## config.mk

```make
export PLATFORM = sky130hd
export DESIGN_NAME = seconds_to_calendar
export DESIGN_NICKNAME = d
export VERILOG_FILES = /design/src/s2c_pkg.sv /design/src/s2c_sub.sv /design/src/seconds_to_calendar.sv
export SDC_FILE = /design/constraint.sdc
export NUM_CORES = 1
export LEC_CHECK = 0
export BUFFER_PORTS_ARGS = -buffer_cell sky130_fd_sc_hd__buf_2
export CAP_MARGIN = 10
export CORE_ASPECT_RATIO = 0.5
export CORE_UTILIZATION = 60
export CTS_CLUSTER_SIZE = 12
export DETAILED_ROUTE_END_ITERATION = 10
export PLACE_DENSITY = 0.89
export SYNTH_ARGS = -nofsm -noshare
export SYNTH_HDL_FRONTEND = slang
export SYNTH_HIERARCHICAL = 1
export SYNTH_SLANG_ARGS = --single-unit
```

## constraint.sdc

```tcl
create_clock -name clk -period 7.56 [get_ports clk]
set_input_delay 0.756 -clock clk [delete_from_list [all_inputs] [get_ports clk]]
set_output_delay 0.756 -clock clk [all_outputs]
set_load 0.02 [all_outputs]
```

## src/s2c_pkg.sv

```systemverilog
// Shared types, constants and calendar helpers for the seconds to calendar converter.
package s2c_pkg;

	localparam int unsigned SecsW    = 32;
	localparam int unsigned YearW    = 12;
	localparam int unsigned UnitW    = 18;
	localparam int unsigned DaysW    = 16;
	localparam int unsigned TodW     = 17;
	localparam int unsigned OutDataW = 40;

	localparam logic [UnitW-1:0] SecsPerDay  = 18'd86400;
	localparam logic [UnitW-1:0] SecsPerHour = 18'd3600;
	localparam logic [UnitW-1:0] SecsPerMin  = 18'd60;
	localparam logic [UnitW-1:0] YearsPerEra = 18'd400;
	localparam logic [UnitW-1:0] DaysCommon  = 18'd365;
	localparam logic [UnitW-1:0] DaysLeap    = 18'd366;
	localparam logic [YearW-1:0] BaseYearRst = 12'd2019;
	localparam logic [8:0]       EraLast     = 9'd399;
	localparam logic [3:0]       MonthDec    = 4'd11;

	// sequencer states, one-hot
	typedef enum logic [7:0] {
		ST_IDLE   = 8'b0000_0001,
		ST_DAYDIV = 8'b0000_0010,
		ST_YMOD   = 8'b0000_0100,
		ST_YEAR   = 8'b0000_1000,
		ST_MONTH  = 8'b0001_0000,
		ST_HOUR   = 8'b0010_0000,
		ST_MIN    = 8'b0100_0000,
		ST_FINISH = 8'b1000_0000
	} state_t;

	// operands and result of the shared compare-subtract unit
	typedef struct packed {
		logic [UnitW-1:0] a;
		logic [UnitW-1:0] b;
	} sub_req_t;

	typedef struct packed {
		logic             ge;
		logic [UnitW-1:0] diff;
	} sub_rsp_t;

	// leap test from the year modulo 400
	function automatic logic is_leap(input logic [8:0] r400);
		logic res;
		res = (r400[1:0] == 2'd0) && (r400 != 9'd100) && (r400 != 9'd200)
			&& (r400 != 9'd300);
		return res;
	endfunction

	// month length, month index from 0
	function automatic logic [4:0] month_len(input logic [3:0] m, input logic leap);
		logic [4:0] len;
		case (m) inside
			4'd1:                      len = leap ? 5'd29 : 5'd28;
			4'd3, 4'd5, 4'd8, 4'd10:   len = 5'd30;
			default:                   len = 5'd31;
		endcase
		return len;
	endfunction

endpackage

```

## src/s2c_sub.sv

```systemverilog
// Shared compare-subtract unit: a - b and the flag a >= b.
module s2c_sub (
	input  s2c_pkg::sub_req_t req,
	output s2c_pkg::sub_rsp_t rsp
);

	logic [s2c_pkg::UnitW:0] wide;

	assign wide     = {1'b0, req.a} - {1'b0, req.b};
	assign rsp.ge   = ~wide[s2c_pkg::UnitW];
	assign rsp.diff = wide[s2c_pkg::UnitW-1:0];

endmodule

```

## src/seconds_to_calendar.sv

```systemverilog
// Top level: seconds count to Gregorian date and time, one shared subtractor under a sequencer.
// Steps: day division, year modulo 400, year walk, month walk, hour and minute division.
// One conversion runs at a time, and the year walk dominates its run time.
// Input is taken only while the sequencer idles; a finished result waits in the output
// register, so the next conversion runs while the previous result is still unclaimed.
// Reset (arst_n low, asynchronous): sequencer idle, output empty, base_year back to 2019.
module seconds_to_calendar (
	input  logic        clk,
	input  logic        arst_n,
	input  logic        cfg_wen,
	input  logic [11:0] cfg_wdata,     // base_year
	input  logic        s_tvalid,
	output logic        s_tready,
	input  logic [31:0] s_tdata,       // [31:0] seconds_count
	output logic        m_tvalid,
	input  logic        m_tready,
	output logic [39:0] m_tdata        // [11:0] year, [15:12] month, [20:16] day,
	                                   // [25:21] hour, [31:26] minute, [37:32] second,
	                                   // [39:38] zero
);

	s2c_pkg::state_t state_q;
	logic [4:0]  cnt_q;
	logic [11:0] base_q;
	logic        out_valid_q;

	// datapath
	logic [31:0] secs_q;     // dividend, shifts out while the day quotient shifts in
	logic [17:0] wrk_q;      // partial remainder
	logic [15:0] days_q;
	logic [16:0] tod_q;
	logic [11:0] year_q;
	logic [8:0]  r400_q;     // year modulo 400, drives the leap test
	logic [3:0]  month_q;
	logic [4:0]  hour_q;
	logic [5:0]  minute_q;
	logic [39:0] out_q;

	s2c_pkg::sub_req_t sub_req;
	s2c_pkg::sub_rsp_t sub_rsp;
	logic [17:0] rem_nxt;
	logic        leap;
	logic        last_step;
	logic        out_load;

	s2c_sub u_sub (
		.req (sub_req),
		.rsp (sub_rsp)
	);

	assign leap      = s2c_pkg::is_leap(r400_q);
	assign last_step = (cnt_q == 5'd0);
	assign rem_nxt   = sub_rsp.ge ? sub_rsp.diff : sub_req.a;
	assign out_load  = (state_q == s2c_pkg::ST_FINISH) && (!out_valid_q || m_tready);

	// Operand selection for the one shared unit. Hour, minute and the year-mod-400 step
	// use a shifted divisor, since each quotient is known to be short.
	always_comb begin
		sub_req.a = wrk_q;
		sub_req.b = s2c_pkg::SecsPerDay;
		unique case (state_q) inside
			s2c_pkg::ST_DAYDIV: begin
				sub_req.a = {wrk_q[16:0], secs_q[31]};
				sub_req.b = s2c_pkg::SecsPerDay;
			end
			s2c_pkg::ST_YMOD: begin
				sub_req.b = s2c_pkg::YearsPerEra << cnt_q[1:0];
			end
			s2c_pkg::ST_YEAR: begin
				sub_req.a = {2'b00, days_q};
				sub_req.b = leap ? s2c_pkg::DaysLeap : s2c_pkg::DaysCommon;
			end
			s2c_pkg::ST_MONTH: begin
				sub_req.a = {2'b00, days_q};
				sub_req.b = {13'd0, s2c_pkg::month_len(month_q, leap)};
			end
			s2c_pkg::ST_HOUR: begin
				sub_req.b = s2c_pkg::SecsPerHour << cnt_q[2:0];
			end
			s2c_pkg::ST_MIN: begin
				sub_req.b = s2c_pkg::SecsPerMin << cnt_q[2:0];
			end
			s2c_pkg::ST_IDLE, s2c_pkg::ST_FINISH: begin
				sub_req.a = wrk_q;
			end
			default: begin
				sub_req.a = wrk_q;
			end
		endcase
	end

	// configuration register
	always_ff @(posedge clk or negedge arst_n) begin
		if (!arst_n) begin
			base_q <= s2c_pkg::BaseYearRst;
		end else if (cfg_wen) begin
			base_q <= cfg_wdata;
		end
	end

	// sequencer and output valid
	always_ff @(posedge clk or negedge arst_n) begin
		if (!arst_n) begin
			state_q     <= s2c_pkg::ST_IDLE;
			cnt_q       <= 5'd0;
			out_valid_q <= 1'b0;
		end else begin
			if (out_load) begin
				out_valid_q <= 1'b1;
			end else if (m_tready) begin
				out_valid_q <= 1'b0;
			end
			unique case (state_q)
				s2c_pkg::ST_IDLE: begin
					if (s_tvalid) begin
						cnt_q   <= 5'd31;
						state_q <= s2c_pkg::ST_DAYDIV;
					end
				end
				s2c_pkg::ST_DAYDIV: begin
					if (last_step) begin
						cnt_q   <= 5'd3;
						state_q <= s2c_pkg::ST_YMOD;
					end else begin
						cnt_q <= cnt_q - 5'd1;
					end
				end
				s2c_pkg::ST_YMOD: begin
					if (last_step) begin
						state_q <= s2c_pkg::ST_YEAR;
					end else begin
						cnt_q <= cnt_q - 5'd1;
					end
				end
				s2c_pkg::ST_YEAR: begin
					if (!sub_rsp.ge) begin
						state_q <= s2c_pkg::ST_MONTH;
					end
				end
				s2c_pkg::ST_MONTH: begin
					if (!sub_rsp.ge || month_q == s2c_pkg::MonthDec) begin
						cnt_q   <= 5'd4;
						state_q <= s2c_pkg::ST_HOUR;
					end
				end
				s2c_pkg::ST_HOUR: begin
					if (last_step) begin
						cnt_q   <= 5'd5;
						state_q <= s2c_pkg::ST_MIN;
					end else begin
						cnt_q <= cnt_q - 5'd1;
					end
				end
				s2c_pkg::ST_MIN: begin
					if (last_step) begin
						state_q <= s2c_pkg::ST_FINISH;
					end else begin
						cnt_q <= cnt_q - 5'd1;
					end
				end
				s2c_pkg::ST_FINISH: begin
					if (out_load) begin
						state_q <= s2c_pkg::ST_IDLE;
					end
				end
				default: begin
					state_q <= s2c_pkg::ST_IDLE;
				end
			endcase
		end
	end

	// datapath registers, no reset
	always_ff @(posedge clk) begin
		unique case (state_q)
			s2c_pkg::ST_IDLE: begin
				secs_q <= s_tdata;
				wrk_q  <= '0;
			end
			s2c_pkg::ST_DAYDIV: begin
				secs_q <= {secs_q[30:0], sub_rsp.ge};
				if (last_step) begin
					days_q <= {secs_q[14:0], sub_rsp.ge};
					tod_q  <= rem_nxt[16:0];
					wrk_q  <= {6'd0, base_q};
				end else begin
					wrk_q  <= rem_nxt;
				end
			end
			s2c_pkg::ST_YMOD: begin
				wrk_q <= rem_nxt;
				if (last_step) begin
					r400_q <= rem_nxt[8:0];
					year_q <= base_q;
				end
			end
			s2c_pkg::ST_YEAR: begin
				if (sub_rsp.ge) begin
					days_q <= sub_rsp.diff[15:0];
					year_q <= year_q + 12'd1;
					r400_q <= (r400_q == s2c_pkg::EraLast) ? 9'd0 : r400_q + 9'd1;
				end else begin
					month_q <= 4'd0;
				end
			end
			s2c_pkg::ST_MONTH: begin
				if (sub_rsp.ge && month_q != s2c_pkg::MonthDec) begin
					days_q  <= sub_rsp.diff[15:0];
					month_q <= month_q + 4'd1;
				end else begin
					wrk_q <= {1'b0, tod_q};
				end
			end
			s2c_pkg::ST_HOUR: begin
				hour_q <= {hour_q[3:0], sub_rsp.ge};
				wrk_q  <= rem_nxt;
			end
			s2c_pkg::ST_MIN: begin
				minute_q <= {minute_q[4:0], sub_rsp.ge};
				wrk_q    <= rem_nxt;
			end
			s2c_pkg::ST_FINISH: begin
				if (out_load) begin
					out_q <= {2'b00, wrk_q[5:0], minute_q, hour_q, days_q[4:0] + 5'd1,
						month_q + 4'd1, year_q};
				end
			end
			default: begin
				wrk_q <= wrk_q;
			end
		endcase
	end

	assign s_tready = (state_q == s2c_pkg::ST_IDLE);
	assign m_tvalid = out_valid_q;
	assign m_tdata  = out_q;

	// a taken transaction always starts a multi-cycle conversion
	a_busy_after_accept: assert property (@(posedge clk) disable iff (!arst_n)
		s_tvalid && s_tready |=> !s_tready)
		else $error("input accepted twice in a row");

	a_state_onehot: assert property (@(posedge clk) disable iff (!arst_n)
		$onehot(state_q))
		else $error("sequencer state not one-hot");

	// month walk never passes December, and the remaining days fit in one year
	a_month_range: assert property (@(posedge clk) disable iff (!arst_n)
		(state_q == s2c_pkg::ST_MONTH) |-> (month_q <= s2c_pkg::MonthDec) && (days_q < 16'd366))
		else $error("month walk out of range");

	a_out_month: assert property (@(posedge clk) disable iff (!arst_n)
		m_tvalid |-> (m_tdata[15:12] != 4'd0) && (m_tdata[15:12] <= 4'd12))
		else $error("result month out of range");

	// a pending result is not overwritten before it is taken
	a_no_overwrite: assert property (@(posedge clk) disable iff (!arst_n)
		m_tvalid && !m_tready |=> m_tvalid && $stable(m_tdata))
		else $error("pending result lost");

endmodule
```

; Word level (Yosys, flattened, before mapping)
; Index checks and enable logic that the tools add are counted.
; Widths: inputs -> output; s select.
[totals]
regBits = 183
[classes]
n_eq_ne = 31
bitwise_logic = 1
mux = 42
n_addsub = 6
reduce_logical = 29
shifts = 3
[ops]
columns = cell, n
row1 = $pmux 18 s5, 1
row2 = $pmux 18 s4, 1
row3 = $mux 8, 8
row4 = $pmux 32 s2, 1
row5 = $pmux 8 s8, 1
row6 = $mux 18, 3
row7 = $mux 16, 3
row8 = $pmux 16 s3, 1
row9 = $pmux 18 s2, 1
row10 = $mux 9, 3
row11 = $mux 5, 5
row12 = $pmux 5 s5, 1
row13 = $mux 12, 2
row14 = $pmux 12 s2, 1
row15 = $sub 18x18->19, 1
row16 = $ne 2x2->1 const B, 9
row17 = $pmux 9 s2, 1
row18 = $shl 12x3->18 const A, 1
row19 = $shl 6x3->18 const A, 1
row20 = $shl 9x2->18 const A, 1
row21 = $add 12x1->12 const B, 1
row22 = $eq 4x4->1 const B, 3
row23 = $add 9x1->9 const B, 1
row24 = $eq 9x9->1 const B, 1
row25 = 40 further kinds, 60

; Logic depth before layout (Yosys ltp)
; Gate-level depths: netlist of run 1.
[logic_depth]
ltp_word = 12
mapped_depth = 22
depth_no_buf = 19

; Cells and area by module
; The synthesis of run 1 kept the hierarchy.
[modules_own_cells]
columns = mod, instances, cells_each, area_each_um2
row1 = seconds_to_calendar, 1, 756, 8843.5
row2 = s2c_sub, 1, 113, 803.3

; Worst setup path after synthesis of run 1
; No wires, ideal clock.
[synth_path]
kind = register to register
start = register state_q[3]
end = register days_q[0] (enable)
n_path_buf = 2
arrival_time_ns = 4.409
path_stages_with_launch = 20
setup_ns = 0.399
required_ns = 7.161
path_slack_ns = 2.752
cell_sequence = dfrtp_1 buf_6 nor4_4 nand2_2 inv_1 buf_4 a21oi_1 o31a_1 o211ai_1 inv_1 ha_1 nand4_1 nor2_1 a221o_2 a211oi_4 a21oi_1 o21ai_0 nand2_1 o21ai_0 a31oi_1
[synth_lines]
columns = element, line_no
row1 = from (decl), seconds_to_calendar.sv:22  ; s2c_pkg::state_t state_q;
row2 = from (signal assigned), seconds_to_calendar.sv:104  ; state_q <= s2c_pkg::ST_IDLE;
row3 = from (signal assigned), seconds_to_calendar.sv:117  ; state_q <= s2c_pkg::ST_DAYDIV;
row4 = from (signal assigned), seconds_to_calendar.sv:123  ; state_q <= s2c_pkg::ST_YMOD;
row5 = to (signal assigned), seconds_to_calendar.sv:183  ; days_q <= {secs_q[14:0], sub_rsp.ge};
row6 = to (signal assigned), seconds_to_calendar.sv:199  ; days_q <= sub_rsp.diff[15:0];
row7 = to (signal assigned), seconds_to_calendar.sv:208  ; days_q <= sub_rsp.diff[15:0];
row8 = to (decl), seconds_to_calendar.sv:30  ; logic [15:0] days_q;

==> results of run 1 <==
==> flip-flops by register name (all words and copies together) (netlist names) <==
register,flops
cnt_q,5
wrk_q,18
state_q,8
days_q,16
secs_q,32
r400_q,9
month_q,4
minute_q,6
base_q,12
hour_q,5
tod_q,17
m_tdata,38
year_q,12
m_tvalid,1
==> layer usage <==
metal	track usage	vias to the layer above
li1	-	3292
met1	0.411	3419
met2	0.441	368
met3	0.0675	23
met4	0.0890	0
met5	0	-
==> cell families after synthesis <==
family	share of synthesized area
XOR/XNOR	0.0372
multiplexers	0.0460
AO/OA/AOI/OAI	0.125
buffers and inverters	0.0429
flip-flops	0.557
AND/OR/NAND/NOR	0.149
other	0.000389
adder cells (fa/ha/maj)	0.0423
==> cell type report <==
cell class              count  area (um^2)
flip-flops and latches    183         5380
repair buffers             97          508
fillers                  1125         4780
clock inverters            15          205
inverters                  42          163
clock buffers              17          425
well taps                 204          255
multi-input cells         601         3860
==> worst max-delay path, delay by kind of cell, from the launching register on <==
family | cells | cell delay (ns)
buf+inv | 3 | 0.62
compound gates | 9 | 2.20
flops | 1 | 0.53
fa+ha+maj | 1 | 0.33
simple gates | 3 | 1.75
==> through the flow <==
| step | utilization | hold WS [ns] | total power (uW) | area, um^2 |
|---|---|---|---|---|
| finish | 0.693 | 0.338 | 4350 | 10800 |
| global placement | 0.653 | 0.405 | 3300 | 10200 |
| detailed placement | 0.653 | 0.405 | 3380 | 10200 |
| global route | 0.693 | 0.361 | 4590 | 10800 |
| floorplan | - | 0.400 | 2920 | 9650 |
| CTS | 0.693 | 0.345 | 4320 | 10800 |
==> cell usage in the layout, fill, tap and decap left out, types with 3 or more instances in the layout <==
cell type | synthesis | final
inv_8 | 0 | 3
nand4b_1 | 3 | 3
clkinv_8 | 0 | 6
o21ai_1 | 6 | 7
inv_1 | 40 | 40
o31ai_1 | 3 | 3
and2_1 | 3 | 3
nand3_1 | 22 | 22
a221oi_1 | 3 | 3
mux2i_1 | 5 | 5
clkbuf_16 | 0 | 17
a21oi_1 | 23 | 23
buf_4 | 7 | 9
ha_1 | 31 | 31
and3_1 | 9 | 8
dfstp_2 | 9 | 9
a22o_1 | 12 | 12
xor2_1 | 24 | 24
edfxtp_1 | 157 | 157
nor4b_1 | 3 | 3
buf_2 | 11 | 88
xnor2_1 | 17 | 17
mux2_2 | 35 | 35
o22ai_1 | 7 | 7
a21o_1 | 10 | 10
o21ai_0 | 47 | 46
a22oi_1 | 24 | 24
nor3_1 | 6 | 6
nor2b_1 | 6 | 5
nor2_1 | 35 | 35
a31oi_1 | 12 | 12
nand2_1 | 198 | 198
dfrtp_1 | 17 | 17
nand4_1 | 3 | 3
nand2b_1 | 4 | 4
clkinv_4 | 1 | 4
==> worst paths after layout <==
check | to | slack, ns
max | wrk_q[10]$_DFFE_PP_ | 1.73
min | cnt_q[0]$_DFFE_PN0P_ | 0.34
max reg2reg | wrk_q[10]$_DFFE_PP_ | 1.73
min reg2reg | m_tdata[25]$_DFFE_PP_ | 0.42
max in group asynchronous | base_q[11]$_DFFE_PN0P_ | 6.79
min in group clk | m_tdata[25]$_DFFE_PP_ | 0.42
==> power by group through the flow <==
| stage | combinational, uW | sequential (uW) | clock [uW] |
|---|---|---|---|
| 2_1_floorplan | 1340 | 1580 | 0 |
| 3_3_place_gp | 1630 | 1670 | 0 |
| 3_5_place_dp | 1700 | 1680 | 0 |
| 4_1_cts | 1720 | 1660 | 932 |
| 5_1_grt | 1930 | 1690 | 968 |
| 6_report | 1760 | 1670 | 921 |
==> out/results.tsv, run 1 <==
metric	value	unit
outcome	finished clean	
Hold Path Class	in2async	
Fin. Hold Viols	0	
relative slew slack	0.217	
Req. time, crit path	7.62	ns
PostCTS Resize Cnt	0	
antenna violations before repair	0	
io pins	91	
cell with the most instances after synthesis	nand2_1	
# diodes	0	
port buffer count	88	
YS warnings	6	
synthesized area	9650	um^2
die height	91.7	um
Sw Ratio	0.400	
Routability Congestion	0.926	
Startpoint Class	flop	
CP arrival	5.89	ns
crit end category	flop	
Die ar.	16600	um^2
reg2reg start	state_q[2]$_DFFE_PN0P_	
Pleak	0.00442	uW
Die W	181	um
Syn Area/Cell	11.1	um^2
Tmin final	5.83	ns
CP cell instances	nor4_4 > nand2_2 > inv_1 > a21oi_1 > o22ai_1 > inv_1 > o21ai_1 > inv_1 > ha_1 > a21oi_1 > o21ai_1 > a221o_2 > a211oi_4 > a21oi_1 > o2111ai_1 > nor2b_2	
Hold Buf Count CTS	0	
Tot GR Track Use	0.289	
pre-CTS worst setup slack	1.83	ns
TritonCTS Sinks	183	
NumNets Final	1023	
Power Density	403	nW/um^2
M1 wire length	10500	um
Yosys top cell area share	0.489	
Vias	7102	
Final Worst Setup Slack	1.73	ns
setup TNS	0	ns
Worst setup startpoint	state_q[2]$_DFFE_PN0P_	
depth of the CTS H-tree	4	
Internal	2610	uW
DRC errors left	0	
CTS buffer count	17	
# rows	32	
WL met2	10000	um
Synth Register Bits	183	
ys async rst share	0.142	
CORE AREA	15600	um^2
Synth Flop Type	edfxtp_1	
CP Class	reg2reg	
Clk pin slew, worst setup/hold paths	0.08	ns
P_sw	1740	uW
CTS max path bufs	2	
share of layout cells above drive strength 1	0.208	
CTS tree	built	
worst skew pair latency	0.45	ns
number of global-route vias before repair	6766	
average routed wire per standard cell	19.7	um
VDD IR max	0.217	mV
Placed Cells	1127	
post-synthesis sequential area ratio	0.557	
first-pass GRT wire length	36200	um
DR WL met3	2080	um
Starting Density	0.619	
via/cell ratio	6.13	
Post-CTS Setup Repair Bufs	0	
gate count of the mapped netlist	869	
RSZ-0062 raised after global routing	no	
Comb pwr share	0.405	
Synth area leader	edfxtp_1	
Post-synth EDFFs	157	
final worst path period share	0.771	
Layout Cells excl Fill	1159	
Detail Route Antenna Nets	0	
Slew Limit Fails	0	
DRT Wirelength	22800	um
Synth top cells by count	nand2_1, edfxtp_1, o21ai_0	
CP max stage cell	nor2b_2	
max incr delay on CP	0.90	ns
Area Overhead vs Synth	11.9	%
DR top layer	met4	
max-cap violation count	0	
Worst Clk Skew	0.0146	ns
f_max	172	MHz
largest net degree at the start of global routing	39	
top cells by area in the synthesized netlist	edfxtp_1, nand2_1, dfrtp_1	
final setup vio count	0	
sequential power share	0.383	
Detailed Route Iter0 Violations	787	
DPL Wire Length	15700	um
DRT Pass-1 Iters	5	
reg2reg path depth	16	
clk root buf	clkbuf_16	
Clk pwr share	0.212	
GRT Residual Overflow	0	
Least-Margin Pin Slew	1.17	ns
Netlist cell types	76	
CP max FO	18	
(Power assumes the default switching activity.)
==> inputs of run 2 (changes only) <==
- CORE_UTILIZATION: 60 -> 54
- PLACE_DENSITY: 0.89 -> 0.85
- clock period: 7.56 -> 4.7 ns (I/O delays scaled with it)
==> out/results.tsv, run 2 (synthesis results as in run 1) <==
metric	value	unit
outcome	finished clean	
most common library cell in the layout ignoring fill and taps	nand2_1	
Pleak	0.00462	uW
CP Class	reg2reg	
TritonCTS Sinks	183	
CP arrival	4.72	ns
GRT Residual Overflow	0	
via/cell ratio	5.87	
P_sw	2890	uW
Clk pin slew, worst setup/hold paths	0.08	ns
Sw Ratio	0.398	
Power Density	647	nW/um^2
Req. time, crit path	4.90	ns
NumNets Final	1065	
die height	96.5	um
Vias	7227	
f_max	221	MHz
reg2reg start	state_q[3]$_DFFE_PN0P_	
most used cell, CP	inv_1	
share of layout cells above drive strength 1	0.254	
final setup vio count	0	
# rows	34	
Fin Hold WS	0.0567	ns
largest net degree at the start of global routing	39	
CP max FO	21	
Hold Path Class	in2async	
final worst path period share	0.961	
CTS max path bufs	2	
# diodes	0	
clk root buf	clkbuf_16	
r2r endpoint	wrk_q[0]$_DFFE_PP_	
port buffer count	88	
reg2reg path depth	21	
Detail Route Antenna Nets	0	
VDD IR max	0.366	mV
Tmin final	4.52	ns
Startpoint Class	flop	
Worst Clk Skew	0.0173	ns
Starting Density	0.553	
CTS buffer count	17	
setup TNS	0	ns
max incr delay on CP	0.46	ns
CP max stage cell	a221o_2	
Least-Margin Pin Slew	0.939	ns
antenna violations before repair	0	
most frequent cells in the layout	nand2_1, edfxtp_1, buf_2	
first-pass GRT wire length	36500	um
io pins	91	
CTS tree	built	
r2r setup slk	0.18	ns
Biggest register	m_tdata	
max reg flops	38	
depth of the CTS H-tree	4	
max-cap violation count	0	
Area Overhead vs Synth	16.6	%
Routability Congestion	0.936	
number of global-route vias before repair	6776	
relative slew slack	0.374	
Comb pwr share	0.434	
CP cell instances	buf_4 > xor2_1 > and3_1 > buf_12 > a22oi_2 > nand2_1 > inv_1 > ha_1 > inv_1 > fa_2 > a21oi_2 > o21ai_1 > a221o_2 > a211oi_4 > a21oi_1 > buf_4 > inv_8 > buf_12 > a31oi_2 > a222oi_1 > inv_1	
DRT Wirelength	23500	um
total power	7270	uW
Tot GR Track Use	0.265	
Regs by FF count	m_tdata (38), secs_q (32), wrk_q (18)	
Fin. Hold Viols	0	
average routed wire per standard cell	19.1	um
Detailed Route Iter0 Violations	616	
DPL Wire Length	16600	um
Die W	191	um
Slew Limit Fails	0	
Die ar.	18400	um^2
CORE AREA	17400	um^2
sequential power share	0.365	
Hold Buf Count CTS	0	
DRT Pass-1 Iters	5	
Clk pwr share	0.201	
DRC errors left	0	
crit end category	flop	
Internal	4380	uW
worst skew pair latency	0.45	ns
-- run 2: cell count changes in the layout (fill, tap and decap cells not counted), moves of 3 or more --
cell | previous run | this run
clkinv_4 | 4 | 1
dfrtp_2 | 0 | 4
buf_12 | 0 | 4
buf_4 | 9 | 46
dfrtp_1 | 17 | 13
-- run 2: worst max path at each step --
stage,startpoint,end,slack [ns],cells past startpoint
after floorplan,state_q[7]$_DFFE_PN0P_,r400_q[0]$_DFFE_PP_,0.04,15
final,state_q[3]$_DFFE_PN0P_,wrk_q[0]$_DFFE_PP_,0.18,21
after CTS,state_q[7]$_DFFE_PN0P_,wrk_q[0]$_DFFE_PP_,0.02,18
after global routing,state_q[3]$_DFFE_PN0P_,wrk_q[0]$_DFFE_PP_,-0.002,21
after detailed placement,state_q[5]$_DFFE_PN0P_,r400_q[2]$_DFFE_PP_,0.02,19
after global placement,state_q[5]$_DFFE_PN0P_,wrk_q[2]$_DFFE_PP_,0.13,19
-- run 2: timing repair --
| action | in CTS | in global routing |
|---|---|---|
| buffers inserted | 0 | 10 |
| pin swaps | 0 | 8 |
| gates resized for setup | 2 | 17 |
| setup endpoints to repair | 1 | 51 |
-- run 2: power by group through the flow --
stage	sequential, uW	clock (uW)	combinational, uW
5_1_grt	2690	1550	3450
3_3_place_gp	2660	0	2860
4_1_cts	2650	1490	2990
6_report	2650	1460	3160
2_1_floorplan	2540	0	2160
3_5_place_dp	2670	0	2960
-- run 2: layer usage --
layer | part of all wire | vias up | GRT usage
li1 | - | 3370 | -
met1 | 0.47 | 3527 | 0.378
met2 | 0.43 | 302 | 0.390
met3 | 0.089 | 28 | 0.0740
met4 | 0.013 | 0 | 0.0900
met5 | 0 | - | 0
-- run 2: layout make-up --
class                           instances  area, um^2
Inverter                               42         174
Sequential cell                       183        5380
Clock buffer                           17         425
Fill cell                            1353        6190
Clock inverter                         15         190
Multi-Input combinational cell        601        3910
Timing Repair Buffer                  139         877
Tap cell                              234         293
-- run 2: through the flow --
stage	instance area, um^2	util	setup slack [ns]	cells
finish	11200	0.645	0.184	1231
global route	11200	0.645	-0.00168	1231
CTS	11100	0.637	0.0159	1221
detailed placement	10500	0.601	0.0249	1189
global placement	10500	0.601	0.133	1189
floorplan	9660	-	0.0370	870
-- run 2: critical path: cells and delay by family (launching register included) --
kind	cells	cell delay, ns
buffers and inverters	8	0.96
XOR/XNOR	1	0.17
AND/OR/NAND/NOR	2	0.30
flip-flops	1	0.41
adder cells (fa/ha/maj)	2	0.50
AO/OA/AOI/OAI	8	1.87
